## src/rtl/mbet_pkg.sv

```systemverilog
// Shared types and constants for the Mandelbrot escape-time block.
// Used by the multiplier cells, the multiplier chain and the top level.
`timescale 1ns / 1ps
package mbet_pkg;

    // Field formats
    localparam int COORD_WIDTH = 32;
    localparam int FRAC_BITS   = 28;
    localparam int COUNT_WIDTH = 16;
    localparam int LIMIT_WIDTH = 16;
    localparam int BOUND_WIDTH = 32;
    localparam int CFG_WIDTH   = 32;
    localparam int CFG_IDX_WIDTH = 1;

    // Register indexes
    localparam logic [CFG_IDX_WIDTH-1:0] CFG_ITER_LIMIT = 1'b0;
    localparam logic [CFG_IDX_WIDTH-1:0] CFG_ESC_BOUND  = 1'b1;

    // A non-escaped z stays below 2^MAG_BITS; beyond that its square tops any bound
    localparam int MAG_BITS    = (FRAC_BITS + 34) / 2;
    localparam int MUL_WIDTH   = (FRAC_BITS + 4 > MAG_BITS + 1) ? FRAC_BITS + 4 : MAG_BITS + 1;
    localparam int DIGIT_WIDTH = 8;
    localparam int NUM_CELLS   = (MUL_WIDTH + DIGIT_WIDTH - 1) / DIGIT_WIDTH;
    localparam int MPLR_WIDTH  = NUM_CELLS * DIGIT_WIDTH;
    localparam int PROD_WIDTH  = MUL_WIDTH + MPLR_WIDTH;

    // Point width after sign extension, wide enough for the region gate
    localparam int PT_WIDTH  = (COORD_WIDTH > FRAC_BITS + 3) ? COORD_WIDTH : FRAC_BITS + 3;
    // Width of squares, sums and z
    localparam int SQ_BITS   = 2 * MAG_BITS - FRAC_BITS + 2;
    localparam int SUM_BASE0 = (COORD_WIDTH > SQ_BITS) ? COORD_WIDTH : SQ_BITS;
    localparam int SUM_BASE  = (SUM_BASE0 > FRAC_BITS + 4) ? SUM_BASE0 : FRAC_BITS + 4;
    localparam int SUM_WIDTH = SUM_BASE + 3;
    localparam int EXT_WIDTH = (PROD_WIDTH > SUM_WIDTH) ? PROD_WIDTH : SUM_WIDTH;

    // Fixed-point constants
    localparam logic signed [PT_WIDTH-1:0] PT_GATE_X  = PT_WIDTH'(3) << (FRAC_BITS - 1);
    localparam logic signed [PT_WIDTH-1:0] PT_ONE     = PT_WIDTH'(1) << FRAC_BITS;
    localparam logic signed [PT_WIDTH-1:0] PT_QUARTER = PT_WIDTH'(1) << (FRAC_BITS - 2);
    localparam logic signed [SUM_WIDTH-1:0] SUM_BULB    = SUM_WIDTH'(1) << (FRAC_BITS - 4);
    localparam logic signed [SUM_WIDTH-1:0] SUM_MAG_LIM = SUM_WIDTH'(1) << MAG_BITS;

    // Product tags carried down the multiplier chain
    typedef enum logic [2:0] {
        PROD_A2,
        PROD_Y2,
        PROD_DX2,
        PROD_QQA,
        PROD_ZR2,
        PROD_ZI2,
        PROD_ZRI
    } t_prod;

    typedef struct packed {
        logic  vld;
        t_prod tag;
    } t_mul_ctl;

    typedef enum logic [3:0] {
        ST_IDLE,
        ST_SC_ISSUE,
        ST_SC_WAIT,
        ST_SC_Q,
        ST_SC_QQA,
        ST_SC_WAIT2,
        ST_SC_DECIDE,
        ST_IT_CHECK,
        ST_IT_ISSUE,
        ST_IT_WAIT,
        ST_DONE
    } t_state;

    typedef struct packed {
        logic signed [COORD_WIDTH-1:0] point_re;
        logic signed [COORD_WIDTH-1:0] point_im;
    } t_in_word;

    typedef struct packed {
        logic [COUNT_WIDTH-1:0] iteration_count;
        logic                   inside_res;
        logic                   shortcut;
    } t_out_word;

endpackage

```

## src/rtl/mbet_cell.sv

```systemverilog
// One multiplier cell: adds the product of the multiplicand and one
// multiplier digit into the running sum. Depends on mbet_pkg.
`timescale 1ns / 1ps
module mbet_cell #(
    parameter int CELL_IDX  = 0,
    parameter bit TOP_DIGIT = 1'b0
) (
    input  logic                                       i_clk,
    input  logic                                       i_rst_n,
    input  mbet_pkg::t_mul_ctl                         i_ctl,
    input  logic signed [mbet_pkg::MUL_WIDTH-1:0]      i_mcand,
    input  logic signed [mbet_pkg::MPLR_WIDTH-1:0]     i_mplr,
    input  logic signed [mbet_pkg::PROD_WIDTH-1:0]     i_acc,
    output mbet_pkg::t_mul_ctl                         o_ctl,
    output logic signed [mbet_pkg::MUL_WIDTH-1:0]      o_mcand,
    output logic signed [mbet_pkg::MPLR_WIDTH-1:0]     o_mplr,
    output logic signed [mbet_pkg::PROD_WIDTH-1:0]     o_acc
);
    import mbet_pkg::*;

    logic        [DIGIT_WIDTH-1:0]         w_digit;
    logic signed [DIGIT_WIDTH:0]           w_digit_s;
    logic signed [MUL_WIDTH+DIGIT_WIDTH:0] w_pp;
    logic signed [PROD_WIDTH-1:0]          w_term;

    // Pick this cell's digit; only the top digit carries the sign
    assign w_digit   = i_mplr[CELL_IDX*DIGIT_WIDTH +: DIGIT_WIDTH];
    assign w_digit_s = TOP_DIGIT ? {w_digit[DIGIT_WIDTH-1], w_digit} : {1'b0, w_digit};

    // Weight the partial product by the digit position
    assign w_pp   = i_mcand * w_digit_s;
    assign w_term = PROD_WIDTH'(w_pp) <<< (CELL_IDX * DIGIT_WIDTH);

    // Hand the word to the next cell
    always_ff @(posedge i_clk) begin
        if (!i_rst_n) begin
            o_ctl <= '0;
        end else begin
            o_ctl <= i_ctl;
        end
    end

    always_ff @(posedge i_clk) begin
        o_mcand <= i_mcand;
        o_mplr  <= i_mplr;
        o_acc   <= i_acc + w_term;
    end

endmodule

```

## src/rtl/mbet_mul_chain.sv

```systemverilog
// Pipelined signed multiplier built as a row of digit cells.
// Depends on mbet_pkg and mbet_cell.
`timescale 1ns / 1ps
module mbet_mul_chain (
    input  logic                                   i_clk,
    input  logic                                   i_rst_n,
    input  mbet_pkg::t_mul_ctl                     i_ctl,
    input  logic signed [mbet_pkg::MUL_WIDTH-1:0]  i_mcand,
    input  logic signed [mbet_pkg::MUL_WIDTH-1:0]  i_mplr,
    output mbet_pkg::t_mul_ctl                     o_ctl,
    output logic signed [mbet_pkg::PROD_WIDTH-1:0] o_prod
);
    import mbet_pkg::*;

    t_mul_ctl                    s_ctl   [0:NUM_CELLS];
    logic signed [MUL_WIDTH-1:0]  s_mcand [0:NUM_CELLS];
    logic signed [MPLR_WIDTH-1:0] s_mplr  [0:NUM_CELLS];
    logic signed [PROD_WIDTH-1:0] s_acc   [0:NUM_CELLS];

    // Feed the first cell with a cleared sum
    assign s_ctl[0]   = i_ctl;
    assign s_mcand[0] = i_mcand;
    assign s_mplr[0]  = MPLR_WIDTH'(i_mplr);
    assign s_acc[0]   = '0;

    for (genvar k = 0; k < NUM_CELLS; k++) begin : g_cell
        mbet_cell #(
            .CELL_IDX  (k),
            .TOP_DIGIT (k == NUM_CELLS - 1)
        ) u_cell (
            .i_clk   (i_clk),
            .i_rst_n (i_rst_n),
            .i_ctl   (s_ctl[k]),
            .i_mcand (s_mcand[k]),
            .i_mplr  (s_mplr[k]),
            .i_acc   (s_acc[k]),
            .o_ctl   (s_ctl[k+1]),
            .o_mcand (s_mcand[k+1]),
            .o_mplr  (s_mplr[k+1]),
            .o_acc   (s_acc[k+1])
        );
    end

    assign o_ctl  = s_ctl[NUM_CELLS];
    assign o_prod = s_acc[NUM_CELLS];

endmodule

```

## src/rtl/mandelbrot_escape_time.sv

```systemverilog
// Mandelbrot escape-time top level: region test, z*z + c iteration, result register.
// Depends on mbet_pkg and mbet_mul_chain.
//
//   channel   valid         stall         data
//   input     i_in_valid    o_in_stall    i_in_data  (point_re, point_im)
//   output    o_out_valid   i_out_stall   o_out_data (iteration_count, inside_res, shortcut)
//   config    i_cfg_we      -             i_cfg_idx, i_cfg_data
//
// All products go through one pipelined multiplier of NUM_CELLS digit cells
// (4 at the default widths). The region test issues three products, waits for
// the chain, forms q and q + a, issues the cardioid product, then decides; each
// iteration issues three products, drains the chain and makes one check.
// One point is worked at a time; the next is taken once the result sits in the
// output register. Reset is synchronous, active low, and restores the registers
// of the control block; the datapath registers are not reset.
`timescale 1ns / 1ps
module mandelbrot_escape_time (
    input  logic                                   i_clk,
    input  logic                                   i_rst_n,
    input  logic                                   i_in_valid,
    output logic                                   o_in_stall,
    input  mbet_pkg::t_in_word                     i_in_data,
    output logic                                   o_out_valid,
    input  logic                                   i_out_stall,
    output mbet_pkg::t_out_word                    o_out_data,
    input  logic                                   i_cfg_we,
    input  logic [mbet_pkg::CFG_IDX_WIDTH-1:0]     i_cfg_idx,
    input  logic [mbet_pkg::CFG_WIDTH-1:0]         i_cfg_data
);
    import mbet_pkg::*;

    t_state r_state, n_state;
    logic [1:0] r_sub;
    logic [LIMIT_WIDTH-1:0] r_limit;
    logic [BOUND_WIDTH-1:0] r_bound;
    logic signed [PT_WIDTH-1:0] r_cx, r_cy;
    logic signed [SUM_WIDTH-1:0] r_pa, r_pb, r_pc, r_pd, r_rhs;
    logic signed [SUM_WIDTH-1:0] r_q, r_qa, r_zr, r_zi;
    logic [LIMIT_WIDTH-1:0] r_iter;
    logic r_big, r_sc;
    logic r_out_vld;
    t_out_word r_out;

    t_mul_ctl                    w_mul_ctl, w_res_ctl;
    logic signed [MUL_WIDTH-1:0]  w_mul_a, w_mul_b;
    logic signed [PROD_WIDTH-1:0] w_prod;
    logic signed [EXT_WIDTH-1:0]  w_pe;
    logic signed [SUM_WIDTH-1:0]  w_sh_f, w_sh_f1, w_sh_f2;
    logic signed [PT_WIDTH-1:0]   w_a, w_dx;
    logic signed [SUM_WIDTH-1:0]  w_mag, w_bulb;
    logic w_gate, w_hit, w_go, w_zbig, w_load;
    logic [LIMIT_WIDTH-1:0] w_cnt;

    // Multiplier row
    mbet_mul_chain u_mul (
        .i_clk   (i_clk),
        .i_rst_n (i_rst_n),
        .i_ctl   (w_mul_ctl),
        .i_mcand (w_mul_a),
        .i_mplr  (w_mul_b),
        .o_ctl   (w_res_ctl),
        .o_prod  (w_prod)
    );

    // Scale products back to the point format
    assign w_pe    = EXT_WIDTH'(w_prod);
    assign w_sh_f  = SUM_WIDTH'(w_pe >>> FRAC_BITS);
    assign w_sh_f1 = SUM_WIDTH'(w_pe >>> (FRAC_BITS - 1));
    assign w_sh_f2 = SUM_WIDTH'(w_pe >>> (FRAC_BITS + 2));

    // Region gate and test terms
    assign w_gate = (r_cx < PT_GATE_X) && (r_cx > -PT_GATE_X) &&
                    (r_cy < PT_ONE) && (r_cy > -PT_ONE);
    assign w_a    = r_cx - PT_QUARTER;
    assign w_dx   = r_cx + PT_ONE;
    assign w_bulb = r_pc + r_pb;
    assign w_hit  = w_gate && ((r_pd <= r_rhs) || (w_bulb <= SUM_BULB));

    // Loop test: iteration limit, |z|^2 against the bound, and the size flag
    assign w_mag  = r_pa + r_pb;
    assign w_go   = (r_iter < r_limit) && !r_big &&
                    ($unsigned(w_mag) <= SUM_WIDTH'(r_bound));
    assign w_zbig = (r_zr >= SUM_MAG_LIM) || (r_zr <= -SUM_MAG_LIM) ||
                    (r_zi >= SUM_MAG_LIM) || (r_zi <= -SUM_MAG_LIM);

    assign w_load = (r_state == ST_DONE) && (!r_out_vld || !i_out_stall);
    assign w_cnt  = r_sc ? r_limit : r_iter;

    // Next state and multiplier issue
    always_comb begin
        n_state   = r_state;
        w_mul_ctl = '{vld: 1'b0, tag: PROD_A2};
        w_mul_a   = '0;
        w_mul_b   = '0;
        case (r_state)
            ST_IDLE: begin
                if (i_in_valid) n_state = ST_SC_ISSUE;
            end
            ST_SC_ISSUE: begin
                w_mul_ctl.vld = 1'b1;
                case (r_sub)
                    2'd0: begin
                        w_mul_ctl.tag = PROD_A2;
                        w_mul_a = MUL_WIDTH'(w_a);
                        w_mul_b = MUL_WIDTH'(w_a);
                    end
                    2'd1: begin
                        w_mul_ctl.tag = PROD_Y2;
                        w_mul_a = MUL_WIDTH'(r_cy);
                        w_mul_b = MUL_WIDTH'(r_cy);
                    end
                    default: begin
                        w_mul_ctl.tag = PROD_DX2;
                        w_mul_a = MUL_WIDTH'(w_dx);
                        w_mul_b = MUL_WIDTH'(w_dx);
                        n_state = ST_SC_WAIT;
                    end
                endcase
            end
            ST_SC_WAIT: begin
                if (w_res_ctl.vld && w_res_ctl.tag == PROD_DX2) n_state = ST_SC_Q;
            end
            ST_SC_Q: begin
                n_state = ST_SC_QQA;
            end
            ST_SC_QQA: begin
                w_mul_ctl = '{vld: 1'b1, tag: PROD_QQA};
                w_mul_a   = MUL_WIDTH'(r_q);
                w_mul_b   = MUL_WIDTH'(r_qa);
                n_state   = ST_SC_WAIT2;
            end
            ST_SC_WAIT2: begin
                if (w_res_ctl.vld && w_res_ctl.tag == PROD_QQA) n_state = ST_SC_DECIDE;
            end
            ST_SC_DECIDE: begin
                n_state = w_hit ? ST_DONE : ST_IT_CHECK;
            end
            ST_IT_CHECK: begin
                n_state = w_go ? ST_IT_ISSUE : ST_DONE;
            end
            ST_IT_ISSUE: begin
                w_mul_ctl.vld = 1'b1;
                case (r_sub)
                    2'd0: begin
                        w_mul_ctl.tag = PROD_ZR2;
                        w_mul_a = MUL_WIDTH'(r_zr);
                        w_mul_b = MUL_WIDTH'(r_zr);
                    end
                    2'd1: begin
                        w_mul_ctl.tag = PROD_ZI2;
                        w_mul_a = MUL_WIDTH'(r_zi);
                        w_mul_b = MUL_WIDTH'(r_zi);
                    end
                    default: begin
                        w_mul_ctl.tag = PROD_ZRI;
                        w_mul_a = MUL_WIDTH'(r_zr);
                        w_mul_b = MUL_WIDTH'(r_zi);
                        n_state = ST_IT_WAIT;
                    end
                endcase
            end
            ST_IT_WAIT: begin
                if (w_res_ctl.vld && w_res_ctl.tag == PROD_ZRI) n_state = ST_IT_CHECK;
            end
            ST_DONE: begin
                if (w_load) n_state = ST_IDLE;
            end
            default: begin
                n_state = ST_IDLE;
            end
        endcase
    end

    // Control registers
    always_ff @(posedge i_clk) begin
        if (!i_rst_n) begin
            r_state   <= ST_IDLE;
            r_sub     <= '0;
            r_out_vld <= 1'b0;
            r_limit   <= LIMIT_WIDTH'(256);
            r_bound   <= BOUND_WIDTH'(1) << (FRAC_BITS + 2);
        end else begin
            r_state <= n_state;
            if ((r_state == ST_SC_ISSUE || r_state == ST_IT_ISSUE) && n_state == r_state) begin
                r_sub <= r_sub + 2'd1;
            end else begin
                r_sub <= '0;
            end
            if (w_load) begin
                r_out_vld <= 1'b1;
            end else if (!i_out_stall) begin
                r_out_vld <= 1'b0;
            end
            if (i_cfg_we) begin
                case (i_cfg_idx)
                    CFG_ITER_LIMIT: r_limit <= i_cfg_data[LIMIT_WIDTH-1:0];
                    CFG_ESC_BOUND:  r_bound <= i_cfg_data[BOUND_WIDTH-1:0];
                    default: ;
                endcase
            end
        end
    end

    // Datapath registers
    always_ff @(posedge i_clk) begin
        // Take the point
        if (r_state == ST_IDLE && i_in_valid) begin
            r_cx <= PT_WIDTH'(i_in_data.point_re);
            r_cy <= PT_WIDTH'(i_in_data.point_im);
        end

        // Catch products as they leave the row
        if (w_res_ctl.vld) begin
            case (w_res_ctl.tag)
                PROD_A2, PROD_ZR2: r_pa <= w_sh_f;
                PROD_Y2: begin
                    r_pb  <= w_sh_f;
                    r_rhs <= w_sh_f2;
                end
                PROD_ZI2: r_pb <= w_sh_f;
                PROD_DX2: r_pc <= w_sh_f;
                PROD_ZRI: r_pc <= w_sh_f1;
                PROD_QQA: r_pd <= w_sh_f;
                default: ;
            endcase
        end

        // Form q and q + a for the cardioid product
        if (r_state == ST_SC_Q) begin
            r_q  <= w_mag;
            r_qa <= w_mag + SUM_WIDTH'(w_a);
        end

        // Decide the region test; start from z = 0 on a miss
        if (r_state == ST_SC_DECIDE) begin
            r_sc <= w_hit;
            if (!w_hit) begin
                r_pa   <= '0;
                r_pb   <= '0;
                r_pc   <= '0;
                r_iter <= '0;
                r_big  <= 1'b0;
            end
        end

        // Advance z
        if (r_state == ST_IT_CHECK && w_go) begin
            r_zr   <= r_pa - r_pb + SUM_WIDTH'(r_cx);
            r_zi   <= r_pc + SUM_WIDTH'(r_cy);
            r_iter <= r_iter + LIMIT_WIDTH'(1);
        end

        // Flag a z too large to square in range
        if (r_state == ST_IT_ISSUE && r_sub == 2'd0) begin
            r_big <= w_zbig;
        end

        // Load the result word
        if (w_load) begin
            r_out.iteration_count <= COUNT_WIDTH'(w_cnt);
            r_out.inside_res      <= r_sc || (r_iter >= r_limit);
            r_out.shortcut        <= r_sc;
        end
    end

    assign o_in_stall  = (r_state != ST_IDLE);
    assign o_out_valid = r_out_vld;
    assign o_out_data  = r_out;

endmodule
```

## config.mk

```make
export PLATFORM = sky130hd
export DESIGN_NAME = mandelbrot_escape_time
export DESIGN_NICKNAME = d
export VERILOG_FILES = /design/src/rtl/mbet_pkg.sv /design/src/rtl/mbet_cell.sv /design/src/rtl/mbet_mul_chain.sv /design/src/rtl/mandelbrot_escape_time.sv
export SDC_FILE = /design/constraint.sdc
export NUM_CORES = 2
export LEC_CHECK = 0
export BUFFER_PORTS_ARGS = -buffer_cell sky130_fd_sc_hd__buf_2
export CAP_MARGIN = 20
export CELL_PAD_IN_SITES_DETAIL_PLACEMENT = 0
export CELL_PAD_IN_SITES_GLOBAL_PLACEMENT = 1
export CORE_ASPECT_RATIO = 0.7
export CORE_MARGIN = 1.5
export CORE_UTILIZATION = 55
export DETAILED_ROUTE_END_ITERATION = 8
export PLACE_DENSITY = 0.9
export SLEW_MARGIN = 15
export SYNTH_ARGS = -nofsm -noshare
export SYNTH_HDL_FRONTEND = slang
export SYNTH_SLANG_ARGS = --single-unit
```

## constraint.sdc

```tcl
create_clock -name i_clk -period 24 [get_ports i_clk]
set_clock_uncertainty 0.15 [all_clocks]
set_input_delay 1.2 -clock i_clk [delete_from_list [all_inputs] [get_ports i_clk]]
set_output_delay 1.2 -clock i_clk [all_outputs]
set_load 0.02 [all_outputs]
```

==> flow_summary_export.csv <==
group,metric,value,unit
clock_tree,post_cts_buffers,0,
floorplan,num_rows,114,
layout,fill_cells,11900,
clock_tree,clock_latency,0.71,ns
logic_synthesis,syn_area_per_cell,9.26,sq um
sta,slew_violations,0,
detailed_routing,detail_route.vias_per_cell,5.88,
logic_synthesis,post-synth-top-count-cell,"inv_1",
sta,min_period,8.74,ns
detailed_routing,antenna_left,0,
floorplan,die_y,314,um
critical_path,critPathKind,"reg2reg",
clock_tree,clockRootBuffer,"clkbuf_16",
logic_synthesis,ys_seq_area_frac,0.248,
layout,area_growth_syn_to_layout,7.85,%
run_status,status,"complete, no violations",
clock_tree,htree_num_levels,3,
floorplan,core_area,138000,sq um
detailed_routing,drtIter0Drc,6349,
power,p_per_area,66.9,nW/um^2
grt,overflow,0,
grt,grt_pass1_wl,359000,um
detailed_routing,num_vias,60300,
grt,antenna_found_initial,19,
power,finalPower,5.50,mW
sta,grt_setup_unrepaired,"false",
min_path,min_path_cells,0,
critical_path,startpoint,"u_mul.g_cell[0].u_cell.o_mcand[3]$_DFF_P_",
detailed_routing,routedWlPerCell,23.0,um
clock_tree,clk_pin_slew,0.07,ns
clock_tree,cts.sink_count,788,
critical_path,reg2regPathDepth,31,
sta,relSlewSlack,0.240,
clock_tree,cts_hold_buf,0,
floorplan,dieArea,141000,sq um
sta,fin_crit_sh,0.364,
place,port_buffers,121,
logic_synthesis,yosysWarningCount,0,
logic_synthesis,synth_cell_types,95,
sta,finalSetupViolations,0,
logic_synthesis,synth_top_area_share,0.219,
place,dp_hpwl,190000,um
power,ir_drop,0.0670,mV
detailed_routing,routed_wl,236000,um
critical_path,cp_slowest_cell,"dfxtp_1",
grt,grt_max_degree,75,
sta,holdWs,0.171,ns
clock_tree,cts_buffer_depth,3,
critical_path,r2r-start,"u_mul.g_cell[0].u_cell.o_mcand[3]$_DFF_P_",
critical_path,worst-path-max-fanout,9,
layout,finalInstanceArea,82100,sq um
logic_synthesis,netlist_top_cells_area,"fa_1, dfxtp_1, edfxtp_1, ha_1, inv_1",
critical_path,slowest_delay,0.77,ns
clock_tree,cts_made_buffers,85,
critical_path,required,24.46,ns
grt,track_usage,0.337,
logic_synthesis,synthCells,8225,
critical_path,arrival,9.20,ns
place,dpl_cell_area,79100,sq um
logic_synthesis,yosysTopAreaCell,"fa_1",
floorplan,initial_core_util,0.553,
detailed_routing,drc,0,
job,drv_cap,0,
power,p_leak,40.1,nW
logic_synthesis,synth_common_cells,"inv_1, fa_1, nand2_1",
detailed_routing,first_pass_iters,6,
min_path,holdCritPathClass,"reg2reg",
logic_synthesis,synth_seq_cells,788,
sta,tns,0,ns
layout,drive_gt1_frac,0.0658,
logic_synthesis,syn_area,76200,sq um
critical_path,cp-end-kind,"flip-flop",
logic_synthesis,async_flop_share,0,
logic_synthesis,synth.net_count,9879,
logic_synthesis,synth-main-ff-cell,"dfxtp_1",
sta,hold_violations,0,
logic_synthesis,synth_edf_count,312,
min_path,min-delay-start,"u_mul.g_cell[0].u_cell.o_mplr[26]$_DFF_P_",
grt,grt_pass1_vias,58600,
clock_tree,ctsResizeCount,0,
place,place.gp.congestion,1.08,
sta,fmax,114,MHz
layout,fin_nets,9969,
floorplan,io_pins,122,
critical_path,cp-start-kind,"flip-flop",
sta,timing_worst_slew_pin_value,1.14,ns
floorplan,die_x,448,um
clock_tree,cts_tree,"yes",
## layout make-up
cell class	instances	area [sq um]	share of cell area
Clock buffer	110	2320	0.0282
Clock inverter	49	639	0.00778
Tap cell	1856	2320	0.0283
Antenna cell	11	27.5	0.000335
Timing Repair Buffer	215	1360	0.0165
Multi-Input combinational cell	5828	51300	0.625
Inverter	1397	5250	0.0639
Sequential cell	788	18900	0.230
## where the power goes
| part | switching [mW] | total, mW | internal, mW |
|---|---|---|---|
| sequential | 0.350 | 1.99 | 1.64 |
| combinational | 1.24 | 2.09 | 0.845 |
| clock | 0.612 | 1.42 | 0.811 |
| total | 2.20 | 5.50 | 3.29 |
## cells by family after synthesis
group	synth area share
multiplexers	0.0178
buffers and inverters	0.0801
AO/OA/AOI/OAI	0.122
flip-flops	0.248
AND/OR/NAND/NOR	0.153
adder cells (fa/ha/maj)	0.337
XOR/XNOR	0.0420
## per-stage QoR
stage | util | cells | setup WS [ns]
after detailed placement | 0.574 | 10100 | 15.26
after global routing | 0.596 | 10200 | 14.70
after global placement | 0.574 | 10100 | 15.40
final | 0.596 | 10300 | 15.26
after floorplan | - | 8225 | 16.45
after CTS | 0.595 | 10200 | 15.20
## worst max-delay path, delay by kind of cell (launching register included)
kind | cells | cell delay (ns)
DFF | 1 | 0.77
AOI/OAI and AO/OA | 15 | 3.78
and+or+nand+nor | 5 | 0.75
adders and majority gates | 6 | 2.66
xor gates and xnor gates | 2 | 0.37
buffers and inverters | 3 | 0.17
## path summary, 6_finish.rpt
kind / end / slack, ns
worst max-delay path: u_mul.g_cell[1].u_cell.o_acc[46]$_DFF_P_ / 15.26
worst min-delay path: u_mul.g_cell[1].u_cell.o_mplr[26]$_DFF_P_ / 0.17
worst max register to register: u_mul.g_cell[1].u_cell.o_acc[46]$_DFF_P_ / 15.26
worst min register to register: u_mul.g_cell[1].u_cell.o_mplr[26]$_DFF_P_ / 0.17
## cells in the final DEF (no fill, tap or decap), types with 51 or more instances in the layout
| master | netlist | layout |
|---|---|---|
| mux2i_1 | 51 | 51 |
| dfxtp_1 | 476 | 475 |
| nand2b_1 | 84 | 84 |
| ha_1 | 718 | 716 |
| o21ai_0 | 175 | 173 |
| edfxtp_1 | 312 | 312 |
| nand2_1 | 778 | 778 |
| xor2_1 | 96 | 96 |
| fa_1 | 834 | 834 |
| and2_1 | 529 | 529 |
| a211oi_1 | 53 | 53 |
| inv_1 | 1394 | 1393 |
| nor2_1 | 556 | 554 |
| xnor2_1 | 269 | 269 |
| a21oi_1 | 428 | 426 |
| nor3_1 | 102 | 101 |
| nand3_1 | 66 | 66 |
| o21a_1 | 80 | 80 |
| buf_2 | 10 | 122 |
| buf_4 | 8 | 89 |
| nand4_1 | 65 | 65 |
| nor2b_1 | 65 | 64 |
| a21o_1 | 182 | 182 |
| clkbuf_16 | 0 | 86 |
| mux2_2 | 75 | 75 |
## per-layer routing
layer | track usage | part of all wire | vias to the layer above
met4 | 0.0765 | 0.025 | 12
met5 | 0.00203 | 0.00047 | -
met2 | 0.456 | 0.39 | 2965
met3 | 0.118 | 0.14 | 344
li1 | - | - | 27200
met1 | 0.512 | 0.45 | 29800
## sequential cells by signal (all words and copies together), names as in the netlist, 16 cells and up
| signal | cells |
|---|---|
| r_cx | 32 |
| r_zr | 39 |
| u_mul.g_cell.u_cell.o_acc | 144 |
| o_out_data | 18 |
| r_pb | 39 |
| r_qa | 32 |
| r_pc | 39 |
| r_q | 32 |
| r_zi | 39 |
| r_iter | 16 |
| u_mul.g_cell.u_cell.o_ctl | 16 |
| r_cy | 32 |
| u_mul.g_cell.u_cell.o_mplr | 48 |
| r_pa | 39 |
| r_rhs | 34 |
| u_mul.g_cell.u_cell.o_mcand | 96 |
| r_pd | 36 |
| r_limit | 16 |
| r_bound | 32 |
Note: power is estimated with default switching activity, not from simulation.
